**config.mk**
```make
export PLATFORM = sky130hd
export DESIGN_NAME = onewire_temperature_reader_unit
export DESIGN_NICKNAME = d
export VERILOG_FILES = /design/src/design/owtr_pkg.sv /design/src/design/owtr_seq.sv /design/src/design/onewire_temperature_reader_unit.sv
export VERILOG_INCLUDE_DIRS = /design/src /design/src/design
export SDC_FILE = /design/constraint.sdc
export NUM_CORES = 1
export LEC_CHECK = 0
export BUFFER_PORTS_ARGS = -buffer_cell sky130_fd_sc_hd__buf_2
export CAP_MARGIN = 20
export CORE_ASPECT_RATIO = 0.5
export CORE_MARGIN = 10
export CORE_UTILIZATION = 45
export CTS_BUF_LIST = sky130_fd_sc_hd__clkbuf_2 sky130_fd_sc_hd__clkbuf_4 sky130_fd_sc_hd__clkbuf_8
export DETAILED_ROUTE_END_ITERATION = 6
export PLACE_DENSITY = 0.68
export SYNTH_ARGS = -nofsm -noshare
export SYNTH_HDL_FRONTEND = slang
export SYNTH_SLANG_ARGS = --single-unit
```
**constraint.sdc**
```tcl
create_clock -name clk -period 5.2 [get_ports clk]
set_input_delay 1.56 -clock clk [delete_from_list [all_inputs] [get_ports clk]]
set_output_delay 1.56 -clock clk [all_outputs]
set_load 0.005 [all_outputs]
```
**src/design/onewire_temperature_reader_unit_macros.svh**
```systemverilog
// assertion macros for the one-wire temperature reader
// used by the top level; expects clk and arst_n in scope
`ifndef ONEWIRE_TEMPERATURE_READER_UNIT_MACROS_SVH
`define ONEWIRE_TEMPERATURE_READER_UNIT_MACROS_SVH

// same-cycle implication, checked out of reset
`define OWTR_ASSERT_NOW(label, ante, cons, msg) \
	label: assert property (@(posedge clk) disable iff (!arst_n) (ante) |-> (cons)) \
		else $error(msg);

// next-cycle implication, checked out of reset
`define OWTR_ASSERT_NEXT(label, ante, cons, msg) \
	label: assert property (@(posedge clk) disable iff (!arst_n) (ante) |=> (cons)) \
		else $error(msg);

`endif

```
**src/design/owtr_pkg.sv**
```systemverilog
// shared types and constants of the one-wire temperature reader
// no dependencies
`timescale 1ns / 1ps

package owtr_pkg;

	// sequencer phases
	localparam logic [3:0] PH_IDLE      = 4'd0;
	localparam logic [3:0] PH_PRE_HIGH  = 4'd1;
	localparam logic [3:0] PH_RESET_LOW = 4'd2;
	localparam logic [3:0] PH_PRES_WAIT = 4'd3;
	localparam logic [3:0] PH_POST_PRES = 4'd4;
	localparam logic [3:0] PH_W_HIGH    = 4'd5;
	localparam logic [3:0] PH_W_LOW     = 4'd6;
	localparam logic [3:0] PH_W_SLOT    = 4'd7;
	localparam logic [3:0] PH_R_LOW     = 4'd8;
	localparam logic [3:0] PH_R_HIGH    = 4'd9;
	localparam logic [3:0] PH_R_SLOT    = 4'd10;
	localparam logic [3:0] PH_FINAL     = 4'd11;

	// steps of a read sequence
	localparam logic [2:0] STEP_RESET1   = 3'd0;
	localparam logic [2:0] STEP_SKIP1    = 3'd1;
	localparam logic [2:0] STEP_CONVERT  = 3'd2;
	localparam logic [2:0] STEP_RESET2   = 3'd3;
	localparam logic [2:0] STEP_SKIP2    = 3'd4;
	localparam logic [2:0] STEP_READ_PAD = 3'd5;
	localparam logic [2:0] STEP_RD_LSB   = 3'd6;
	localparam logic [2:0] STEP_RD_MSB   = 3'd7;

	// bus commands
	localparam logic [7:0] CMD_SKIP_ROM = 8'hCC;
	localparam logic [7:0] CMD_CONVERT  = 8'h44;
	localparam logic [7:0] CMD_READ_PAD = 8'hBE;

	// configuration register indexes
	localparam int unsigned CFG_IDX_W = 3;
	localparam logic [CFG_IDX_W-1:0] REG_PRE_HIGH  = 3'd0;
	localparam logic [CFG_IDX_W-1:0] REG_RESET_LOW = 3'd1;
	localparam logic [CFG_IDX_W-1:0] REG_PRES_WAIT = 3'd2;
	localparam logic [CFG_IDX_W-1:0] REG_POST_PRES = 3'd3;
	localparam logic [CFG_IDX_W-1:0] REG_SLOT      = 3'd4;
	localparam logic [CFG_IDX_W-1:0] REG_PULSE     = 3'd5;

	// configuration reset values
	localparam logic [7:0] RST_PRE_HIGH  = 8'd8;
	localparam logic [7:0] RST_RESET_LOW = 8'd90;
	localparam logic [7:0] RST_PRES_WAIT = 8'd8;
	localparam logic [7:0] RST_POST_PRES = 8'd10;
	localparam logic [7:0] RST_SLOT      = 8'd10;
	localparam logic [7:0] RST_PULSE     = 8'd1;

	typedef struct packed {
		logic [7:0] pre_high;
		logic [7:0] reset_low;
		logic [7:0] pres_wait;
		logic [7:0] post_pres;
		logic [7:0] slot;
		logic [7:0] pulse;
	} cfg_t;

	typedef struct packed {
		logic       line_low;
		logic       busy;
		logic       done;
		logic       absent;
		logic [7:0] lsb;
		logic [7:0] msb;
	} res_t;

endpackage

```
**src/design/owtr_seq.sv**
```systemverilog
// bus sequencer of the one-wire temperature reader: state and one tick of work
// depends on owtr_pkg
`timescale 1ns / 1ps

module owtr_seq import owtr_pkg::*; (
	input  logic clk,
	input  logic arst_n,
	input  logic step_en,
	input  logic start_req,
	input  logic bus_level,
	input  cfg_t cfg,
	output res_t res
);

	logic [3:0] phase_q,  phase_d;
	logic [7:0] tick_q,   tick_d;
	logic [2:0] bit_q,    bit_d;
	logic [2:0] step_q,   step_d;
	logic [7:0] shift_q,  shift_d;
	logic [7:0] low_q,    low_d;
	logic [7:0] high_q,   high_d;
	logic       absent_q, absent_d;

	logic       begin_en;
	logic [2:0] begin_sel;
	logic       last;
	logic [7:0] len_m1;
	logic       drive;
	logic       done;

	// a zero length counts as one tick
	function automatic logic [7:0] last_tick(input logic [7:0] n);
		return (n == 8'd0) ? 8'd0 : n - 8'd1;
	endfunction

	always_comb begin
		case (phase_q)
			PH_PRE_HIGH:  len_m1 = last_tick(cfg.pre_high);
			PH_RESET_LOW: len_m1 = last_tick(cfg.reset_low);
			PH_PRES_WAIT: len_m1 = last_tick(cfg.pres_wait);
			PH_POST_PRES: len_m1 = last_tick(cfg.post_pres);
			PH_W_SLOT,
			PH_R_SLOT,
			PH_FINAL:     len_m1 = last_tick(cfg.slot);
			default:      len_m1 = last_tick(cfg.pulse);
		endcase
		last = (tick_q >= len_m1);
	end

	always_comb begin
		phase_d   = phase_q;
		tick_d    = last ? 8'd0 : tick_q + 8'd1;
		bit_d     = bit_q;
		step_d    = step_q;
		shift_d   = shift_q;
		low_d     = low_q;
		high_d    = high_q;
		absent_d  = absent_q;
		begin_en  = 1'b0;
		begin_sel = step_q + 3'd1;
		drive     = 1'b0;
		done      = 1'b0;

		case (phase_q)
			PH_PRE_HIGH: begin
				if (last) phase_d = PH_RESET_LOW;
			end
			PH_RESET_LOW: begin
				drive = 1'b1;
				if (last) phase_d = PH_PRES_WAIT;
			end
			PH_PRES_WAIT: begin
				if (last) begin
					if (step_q == STEP_RESET1) absent_d = bus_level;
					phase_d = PH_POST_PRES;
				end
			end
			PH_POST_PRES: begin
				if (last) begin
					if (step_q == STEP_RESET1 && absent_q) begin
						done    = 1'b1;
						phase_d = PH_IDLE;
					end else begin
						begin_en = 1'b1;
					end
				end
			end
			PH_W_HIGH: begin
				if (last) phase_d = PH_W_LOW;
			end
			PH_W_LOW: begin
				drive = 1'b1;
				if (last) phase_d = PH_W_SLOT;
			end
			PH_W_SLOT: begin
				drive = ~shift_q[0];
				if (last) begin
					shift_d = {1'b0, shift_q[7:1]};
					if (bit_q == 3'd7) begin
						begin_en = 1'b1;
					end else begin
						bit_d   = bit_q + 3'd1;
						phase_d = PH_W_HIGH;
					end
				end
			end
			PH_R_LOW: begin
				drive = 1'b1;
				if (last) phase_d = PH_R_HIGH;
			end
			PH_R_HIGH: begin
				if (last) begin
					if (bus_level) shift_d[bit_q] = 1'b1;
					phase_d = PH_R_SLOT;
				end
			end
			PH_R_SLOT: begin
				if (last) begin
					if (bit_q == 3'd7) begin
						if (step_q == STEP_RD_LSB) begin
							low_d     = shift_q;
							begin_en  = 1'b1;
							begin_sel = STEP_RD_MSB;
						end else begin
							high_d  = shift_q;
							phase_d = PH_FINAL;
						end
					end else begin
						bit_d   = bit_q + 3'd1;
						phase_d = PH_R_LOW;
					end
				end
			end
			PH_FINAL: begin
				if (last) begin
					done    = 1'b1;
					phase_d = PH_IDLE;
				end
			end
			default: begin
				phase_d = PH_IDLE;
				tick_d  = 8'd0;
				if (start_req) begin
					absent_d  = 1'b0;
					begin_en  = 1'b1;
					begin_sel = STEP_RESET1;
				end
			end
		endcase

		if (begin_en) begin
			step_d = begin_sel;
			bit_d  = 3'd0;
			tick_d = 8'd0;
			case (begin_sel) inside
				STEP_RESET1, STEP_RESET2: phase_d = PH_PRE_HIGH;
				STEP_SKIP1, STEP_SKIP2: begin
					shift_d = CMD_SKIP_ROM;
					phase_d = PH_W_HIGH;
				end
				STEP_CONVERT: begin
					shift_d = CMD_CONVERT;
					phase_d = PH_W_HIGH;
				end
				STEP_READ_PAD: begin
					shift_d = CMD_READ_PAD;
					phase_d = PH_W_HIGH;
				end
				default: begin
					shift_d = 8'd0;
					phase_d = PH_R_LOW;
				end
			endcase
		end
	end

	always_ff @(posedge clk or negedge arst_n) begin
		if (!arst_n) begin
			phase_q  <= PH_IDLE;
			tick_q   <= 8'd0;
			bit_q    <= 3'd0;
			step_q   <= 3'd0;
			shift_q  <= 8'd0;
			low_q    <= 8'd0;
			high_q   <= 8'd0;
			absent_q <= 1'b0;
		end else if (step_en) begin
			phase_q  <= phase_d;
			tick_q   <= tick_d;
			bit_q    <= bit_d;
			step_q   <= step_d;
			shift_q  <= shift_d;
			low_q    <= low_d;
			high_q   <= high_d;
			absent_q <= absent_d;
		end
	end

	assign res.line_low = drive;
	assign res.busy     = (phase_q != PH_IDLE);
	assign res.done     = done;
	assign res.absent   = absent_d;
	assign res.lsb      = low_d;
	assign res.msb      = high_d;

endmodule

```
**src/design/onewire_temperature_reader_unit.sv**
```systemverilog
// top level of the one-wire temperature reader: config registers and output skid
// depends on owtr_pkg, owtr_seq and onewire_temperature_reader_unit_macros.svh
`timescale 1ns / 1ps
`include "onewire_temperature_reader_unit_macros.svh"

// One-wire bus master that runs a two-byte temperature read. Every input
// transaction is one tick of the bus timebase (start request plus sampled line
// level) and yields exactly one output transaction with the line drive and
// status for that tick. A sequence is: reset with presence check, skip-ROM and
// convert, a second reset, skip-ROM and read-scratchpad, two bytes read LSB
// first, then a recovery slot; an absent device ends it at the end of the
// post-presence wait that follows the first presence sample, with done and
// device_absent set. The block takes one tick per clock cycle while in_stall
// is low: the sequencer state steps once per accepted tick and its result is
// registered in the output register. A one-entry skid buffer behind it holds a
// result while the output is stalled, so the input keeps flowing for one more
// tick; in_stall comes straight from that buffer's full flag.
// Configuration registers may be written only while no sequence is running.

module onewire_temperature_reader_unit import owtr_pkg::*; (
	input  logic                 clk,
	input  logic                 arst_n,
	// tick input
	input  logic                 in_valid,
	output logic                 in_stall,
	input  logic                 start_req,
	input  logic                 bus_level,
	// status output
	output logic                 out_valid,
	input  logic                 out_stall,
	output logic                 line_low,
	output logic                 busy_res,
	output logic                 done_res,
	output logic                 device_absent,
	output logic [7:0]           temp_lsb,
	output logic [7:0]           temp_msb,
	// configuration writes
	input  logic                 cfg_we,
	input  logic [CFG_IDX_W-1:0] cfg_index,
	input  logic [7:0]           cfg_data
);

	cfg_t cfg_q;
	res_t res;
	res_t out_q;
	res_t skid_q;
	logic out_valid_q;
	logic skid_valid_q;
	logic accept;
	logic out_free;

	// a tick is taken whenever the skid slot is empty
	assign accept   = in_valid && !skid_valid_q;
	assign in_stall = skid_valid_q;
	// output register can take new data this cycle
	assign out_free = !out_valid_q || !out_stall;

	// configuration registers, indexes past the list are dropped
	always_ff @(posedge clk or negedge arst_n) begin
		if (!arst_n) begin
			cfg_q.pre_high  <= RST_PRE_HIGH;
			cfg_q.reset_low <= RST_RESET_LOW;
			cfg_q.pres_wait <= RST_PRES_WAIT;
			cfg_q.post_pres <= RST_POST_PRES;
			cfg_q.slot      <= RST_SLOT;
			cfg_q.pulse     <= RST_PULSE;
		end else if (cfg_we) begin
			case (cfg_index)
				REG_PRE_HIGH:  cfg_q.pre_high  <= cfg_data;
				REG_RESET_LOW: cfg_q.reset_low <= cfg_data;
				REG_PRES_WAIT: cfg_q.pres_wait <= cfg_data;
				REG_POST_PRES: cfg_q.post_pres <= cfg_data;
				REG_SLOT:      cfg_q.slot      <= cfg_data;
				REG_PULSE:     cfg_q.pulse     <= cfg_data;
				default: ;
			endcase
		end
	end

	// sequencer steps once per accepted tick
	owtr_seq u_seq (
		.clk       (clk),
		.arst_n    (arst_n),
		.step_en   (accept),
		.start_req (start_req),
		.bus_level (bus_level),
		.cfg       (cfg_q),
		.res       (res)
	);

	// output register and skid slot, valid flags
	always_ff @(posedge clk or negedge arst_n) begin
		if (!arst_n) begin
			out_valid_q  <= 1'b0;
			skid_valid_q <= 1'b0;
		end else if (out_free) begin
			// skid drains first; no tick is taken while it is full
			out_valid_q  <= skid_valid_q || accept;
			skid_valid_q <= 1'b0;
		end else if (accept) begin
			skid_valid_q <= 1'b1;
		end
	end

	// payload, no reset needed
	always_ff @(posedge clk) begin
		if (out_free) begin
			out_q <= skid_valid_q ? skid_q : res;
		end else if (accept) begin
			skid_q <= res;
		end
	end

	assign out_valid     = out_valid_q;
	assign line_low      = out_q.line_low;
	assign busy_res      = out_q.busy;
	assign done_res      = out_q.done;
	assign device_absent = out_q.absent;
	assign temp_lsb      = out_q.lsb;
	assign temp_msb      = out_q.msb;

	// skid slot only fills behind a held output
	`OWTR_ASSERT_NOW(a_skid_behind_out, skid_valid_q, out_valid_q, "skid full with output empty")
	// skid is empty in the cycle after the output moves
	`OWTR_ASSERT_NEXT(a_skid_drains, skid_valid_q && !out_stall, !skid_valid_q, "skid did not drain")
	// line is only pulled low during a sequence
	`OWTR_ASSERT_NOW(a_drive_when_busy, out_valid_q && out_q.line_low, out_q.busy, "line driven while idle")
	// a sequence ends on a busy tick with the line released
	`OWTR_ASSERT_NOW(a_done_shape, out_valid_q && out_q.done, out_q.busy && !out_q.line_low, "bad done tick")

endmodule
```
Word level (Yosys, flattened, before mapping)
Cells that the tools add are included.

Bits in registers: 133. Logic and storage cells: 201. Bits of input ports: 18.

Muxes and demuxes: 80. Reductions and logical operators: 40. $lt $le $gt $ge: 3. Eq/ne operators: 38. Bitwise gates (word level): 3. $add $sub $neg: 9.

Operator list (count): 8-bit 2-to-1 mux (25); 4-bit 2-to-1 mux (20); 8-bit zero test (6); 8-bit by 1-bit subtractor with 8-bit output (second input constant) (6); 4-bit one-hot mux with 11 select lines (1); 8-bit one-hot mux with 5 select lines (1); 3-bit by 1-bit inequality test with 1-bit output (second input constant) (12); 3-bit 2-to-1 mux (8); 20-bit 2-to-1 mux (1); 10-bit OR reduction (2); 3-bit equality test (second input constant) (6); 1-bit 2-to-1 mux (17); 4-bit by 3-bit equality test with 1-bit output (second input constant) (4); 4-bit equality test (second input constant) (4); 8-bit one-hot mux with 2 select lines (1); 2-bit AND reduction (8); 15-bit AND reduction (1); 3-bit by 2-bit equality test with 1-bit output (second input constant) (4); 11-bit OR reduction (1); 3-bit zero test (3); 8-bit by 1-bit adder with 8-bit output (second input constant) (1); 4-bit by 2-bit equality test with 1-bit output (second input constant) (2); 8-bit greater-or-equal comparator (1); 8-bit OR (1); 22 further kinds (37).

Depth between registers and ports, before layout
Depth after elaboration: 12. Depth in mapped cells: 14. Gate-level depth less buffers: 13.

Hierarchy
From an unflattened synthesis, not the netlist that was laid out.

Cell total of the unflattened synthesis: 628. Area total of the unflattened synthesis: 7337.0 um2.

Modules (own cells, without submodules): owtr_seq (cells each 452, instances 1, sequential area each 1076.0 um2, area each 3978.8 um2); onewire_temperature_reader_unit (cells each 176, instances 1, sequential area each 2466.1 um2, area each 3358.2 um2).

Worst setup path before layout
No wires, ideal clock.

Kind: register to register. Start: reg cfg_q[29] (netlist name). End: reg u_seq.phase_q[2]. Path buffers: 1. Setup time: 0.126 ns. Cell stages (with the launch flop): 13. Period minus slack after synthesis: 4.074 ns. Setup slack: 1.126 ns. Arrival: 3.948 ns. Cell sequence: dfrtp_1 > or4_4 > or4b_4 > nand3_2 > nor2_2 > or4_1 > ha_1 > nand2b_1 > a2111oi_2 > o21a_1 > clkbuf_1 > nor3_1 > o32a_1.

Word-level cells in the longest chain between the ends: 12.

RTL lines: start, declared (RTL line onewire_temperature_reader_unit.sv:43) `cfg_t cfg_q;`; 8-bit by 1-bit subtractor with 8-bit output / 8-bit zero test (equally long branches) (RTL line owtr_seq.sv:33) `return (n == 8'd0) ? 8'd0 : n - 8'd1;`; 8-bit 2-to-1 mux * (RTL line owtr_seq.sv:33); 8-bit one-hot mux with 5 select lines * (RTL line owtr_seq.sv:37) `case (phase_q)`; 8-bit greater-or-equal comparator * (RTL line owtr_seq.sv:47) `last = (tick_q >= len_m1);`; 3-bit 2-to-1 mux (RTL line owtr_seq.sv:118) `if (last) begin`; 3-bit one-hot mux with 2 select lines (RTL line owtr_seq.sv:64) `case (phase_q)`; 3-bit equality test (no source line); 4-bit 2-to-1 mux (4 in a row) (RTL line owtr_seq.sv:155) `case (begin_sel) inside`; 4-bit 2-to-1 mux (RTL line owtr_seq.sv:151) `if (begin_en) begin`; end signal, assigned (RTL line owtr_seq.sv:188) `phase_q <= phase_d;`; end, declared (RTL line owtr_seq.sv:15) `logic [3:0] phase_q, phase_d;`.

Every way passes the cells marked *; elsewhere a longest branch is shown, timed or not. A chain may end at the register's enable or synchronous reset.

Final worst setup path
Start: reg cfg_q[45] (netlist name). End: reg out_q, in the netlist temp_lsb[3], data pin.

Word-level cells in the longest chain between the ends: 7.

RTL lines: 8-bit by 1-bit subtractor with 8-bit output / 8-bit zero test (equally long branches) (RTL line owtr_seq.sv:33); 8-bit 2-to-1 mux * (RTL line owtr_seq.sv:33); 8-bit one-hot mux with 5 select lines * (RTL line owtr_seq.sv:37); 8-bit greater-or-equal comparator * (RTL line owtr_seq.sv:47); 8-bit 2-to-1 mux * (RTL line owtr_seq.sv:118); 8-bit 2-to-1 mux * (RTL line owtr_seq.sv:64); 20-bit 2-to-1 mux * (RTL line onewire_temperature_reader_unit.sv:108) `out_q <= skid_valid_q ? skid_q : res;`; end signal, assigned (RTL line onewire_temperature_reader_unit.sv:108); end, declared (RTL line onewire_temperature_reader_unit.sv:45) `res_t out_q;`.

Marks and branches as above.

==> metrics.txt <==
Area growth syn-to-layout 11.4%; Power Dens Cells 460 nW/µm²; CP max FO 14; Mean Syn Cell Area 10.6 µm²; most frequent CP cell or4_1; asr flop ratio synth 69.9%; Die W 201 µm; Synth Area in Compound Gates 12.4%; final setup violating endpoints 0; outcome finished clean; crit end category flip-flop; Synth cell types 72; Die Ht 111 µm; Iter 0 DRT Violations 421; Buf/Inv on CP 1; post-synth top area share 27.8%; largest family of logic cells by synthesized area simple AND/OR/NAND/NOR gates; Crit path arrival time 4.93 ns; number of synthesized flops with an enable pin 40; Post-Synthesis Cells 700; largest net degree at the start of global routing 54; Setup crit start cfg_q[45]; Ant. Diodes 0; RSZ-0062 raised after global routing no; worst slew pin tran 0.961 ns; Worst-Skew Late Latency 0.46 ns; R2R depth 12; Total Wirelength 18500 µm; sequential share of the synthesized area 47.9%; first-pass GRT wire length 29800 µm; # DRC 0; Worst path slowest cell or4_1; Reg-to-Reg Start cfg_q[45]; drt wl/cell 19.0 µm; global-route usage over all layers 16.5%; CTS tree yes; initial antenna violation count 0; Post-Layout Cell Count 977; Placer Congestion 0.870; layout cell share with drive strength beyond 1 21.7%; cell depth of the worst setup path 12; Critical Path End temp_lsb[3]; Required @ worst endpoint 5.51 ns; Final ANT Viol Nets 0; # resized after CTS 0; Simple-Gate Fraction of Synth Area 17.5%; setup tns final 0 ns; skew final 0.0143 ns; Tcrit/Tclk final 88.8%; hold_sp u_seq.high_q[6]; post-layout minimum cycle time 4.62 ns; vias in the first global route 5439; Post-CTS Setup Bufs 0; cell taking the most area after synthesis dfrtp_1; reg-to-reg slack, setup 0.58 ns; Vias 5638; Final Max Slew Viols 0; DP HPWL 13100 µm; Max-slew headroom 35.7%; Cell Rows 32; placed cell count 943; r2r endpoint temp_lsb[3]; drt first pass iters 5; routed vias/inst 5.77; clock sink count 133; top_reg_cell synth dfrtp_1; Post-Syn Area 7390 µm²; CP startpoint kind flip-flop; critical path class reg2reg; H-tree depth 4; Ports 40; ranking of synthesized cells by area dfrtp_1, edfxtp_1, mux2_2, ha_1, dfstp_2; Synth Register Bits 133; Worst IR Drop VDD 214 µV; CTS Hold Bufs 0; final hold vios 0; Num CTS Buffers 17; max-cap violation count 0; Worst Hold Class reg2reg; XOR/XNOR Fraction of Synth Area 4.74%; Synth Net Count 744; Root Driver clkbuf_8; GRT overflow 0; Longest Clk Path Bufs 2; Core ar. 15700 µm²; Top delay family on crit path simple AND/OR/NAND/NOR gates; critical-path cell list or4_1 -> or4b_1 -> nand3_2 -> o22ai_1 -> or4_1 -> ha_1 -> nand2b_1 -> a2111oi_2 -> o21a_1 -> buf_4 -> o21ai_0 -> a31oi_1; Fmax 217 MHz; most frequent cells in the layout dfrtp_1, nor2_1, nand2_1, mux2_2, edfxtp_1; Initial Util 47.0%; layout net count 787; Die Area 22300 µm²; PortBufs 39; most common cell after layout, fill and taps aside dfrtp_1; adder-cell share of the synthesized area 4.40%; mux cell area share after synthesis 9.97%; Clk pin slew, worst setup/hold paths 0.09 ns; yosys synthesis warning count 0; Static Leakage 3.39 nW; CP max stage delay 0.58 ns
## routing by layer
metal / wire length, µm / global-route usage (%) / vias up / share of wire [%]
li1: - / - / 2701 / -
met3: 801 / 3.99 / 18 / 4.3
met2: 8540 / 25.7 / 136 / 46
met1: 8990 / 22.6 / 2783 / 49
met5: 0 / 0 / - / 0
met4: 207 / 4.35 / 0 / 1.1
## cells by family after synthesis
family                   Yosys count
AND/OR/NAND/NOR                  240
AO/OA/AOI/OAI                    135
flip-flops                       133
multiplexers                      66
buffers and inverters             60
XOR/XNOR                          40
adder cells (fa/ha/maj)           26
## registers in the layout, summed over array words and instances (netlist names)
name            count
u_seq.shift_q       8
u_seq.high_q        8
cfg_q              48
u_seq.step_q        3
busy_res            1
line_low            1
u_seq.bit_q         3
out_valid           1
temp_lsb            8
u_seq.low_q         8
u_seq.absent_q      1
temp_msb            8
u_seq.tick_q        8
done_res            1
in_stall            1
u_seq.phase_q       4
skid_q             20
device_absent       1
## stage by stage
stage          instance area, µm²  utilization, %  power [mW]  hold WS, ns  setup WS [ns]
3_3_place_gp                 7850            49.9        2.92        0.468          0.762
2_1_floorplan                7390               -        2.51        0.455           1.13
6_report                     8230            52.3        3.79        0.495          0.583
5_1_grt                      8230            52.3        4.03        0.515          0.292
3_5_place_dp                 7850            49.9        2.95        0.475          0.645
4_1_cts                      8220            52.3        3.79        0.496          0.601
## Yosys cell counts (16+ instances only)
cell and instances:
dfrtp_1 82, nor2_1 56, nand2_1 54, mux2_2 51, edfxtp_1 40, inv_1 30
xnor2_1 30, clkbuf_1 27, nand3_1 27, ha_1 26, a31oi_1 19, o22ai_1 19
o21ai_0 18, nor3_1 17, nor4_1 17, o21ai_1 16
## worst min-delay path by stage
stage,to,depth (start not counted)
final,u_seq.high_q[6],1
after floorplan,u_seq.high_q[0],1
after detailed placement,u_seq.high_q[6],1
after global routing,u_seq.high_q[6],1
after global placement,u_seq.high_q[5],1
after CTS,u_seq.high_q[6],1
## report_power, final
| group | switching (mW) | internal [mW] |
|---|---|---|
| combinational | 0.798 | 0.587 |
| clock | 0.483 | 0.350 |
| sequential | 0.283 | 1.29 |
| total | 1.56 | 2.23 |
## area by class of cell
class	count	area [µm²]
inverter	31	116
tap	221	277
timing repair buffer	53	300
multi-input combinational	507	3630
clock buffer	17	234
fill	1445	7500
clock inverter	15	134
sequential	133	3540
## worst register-to-register path, cell delays in order, from the launching register on
cell	delay [ns]
dfrtp_1	0.40
or4_1	0.58
or4b_1	0.57
nand3_2	0.17
o22ai_1	0.12
or4_1	0.44
ha_1	0.28
nand2b_1	0.15
a2111oi_2	0.57
o21a_1	0.53
buf_4	0.30
o21ai_0	0.15
a31oi_1	0.20
Power figures use the tool's default switching activity.
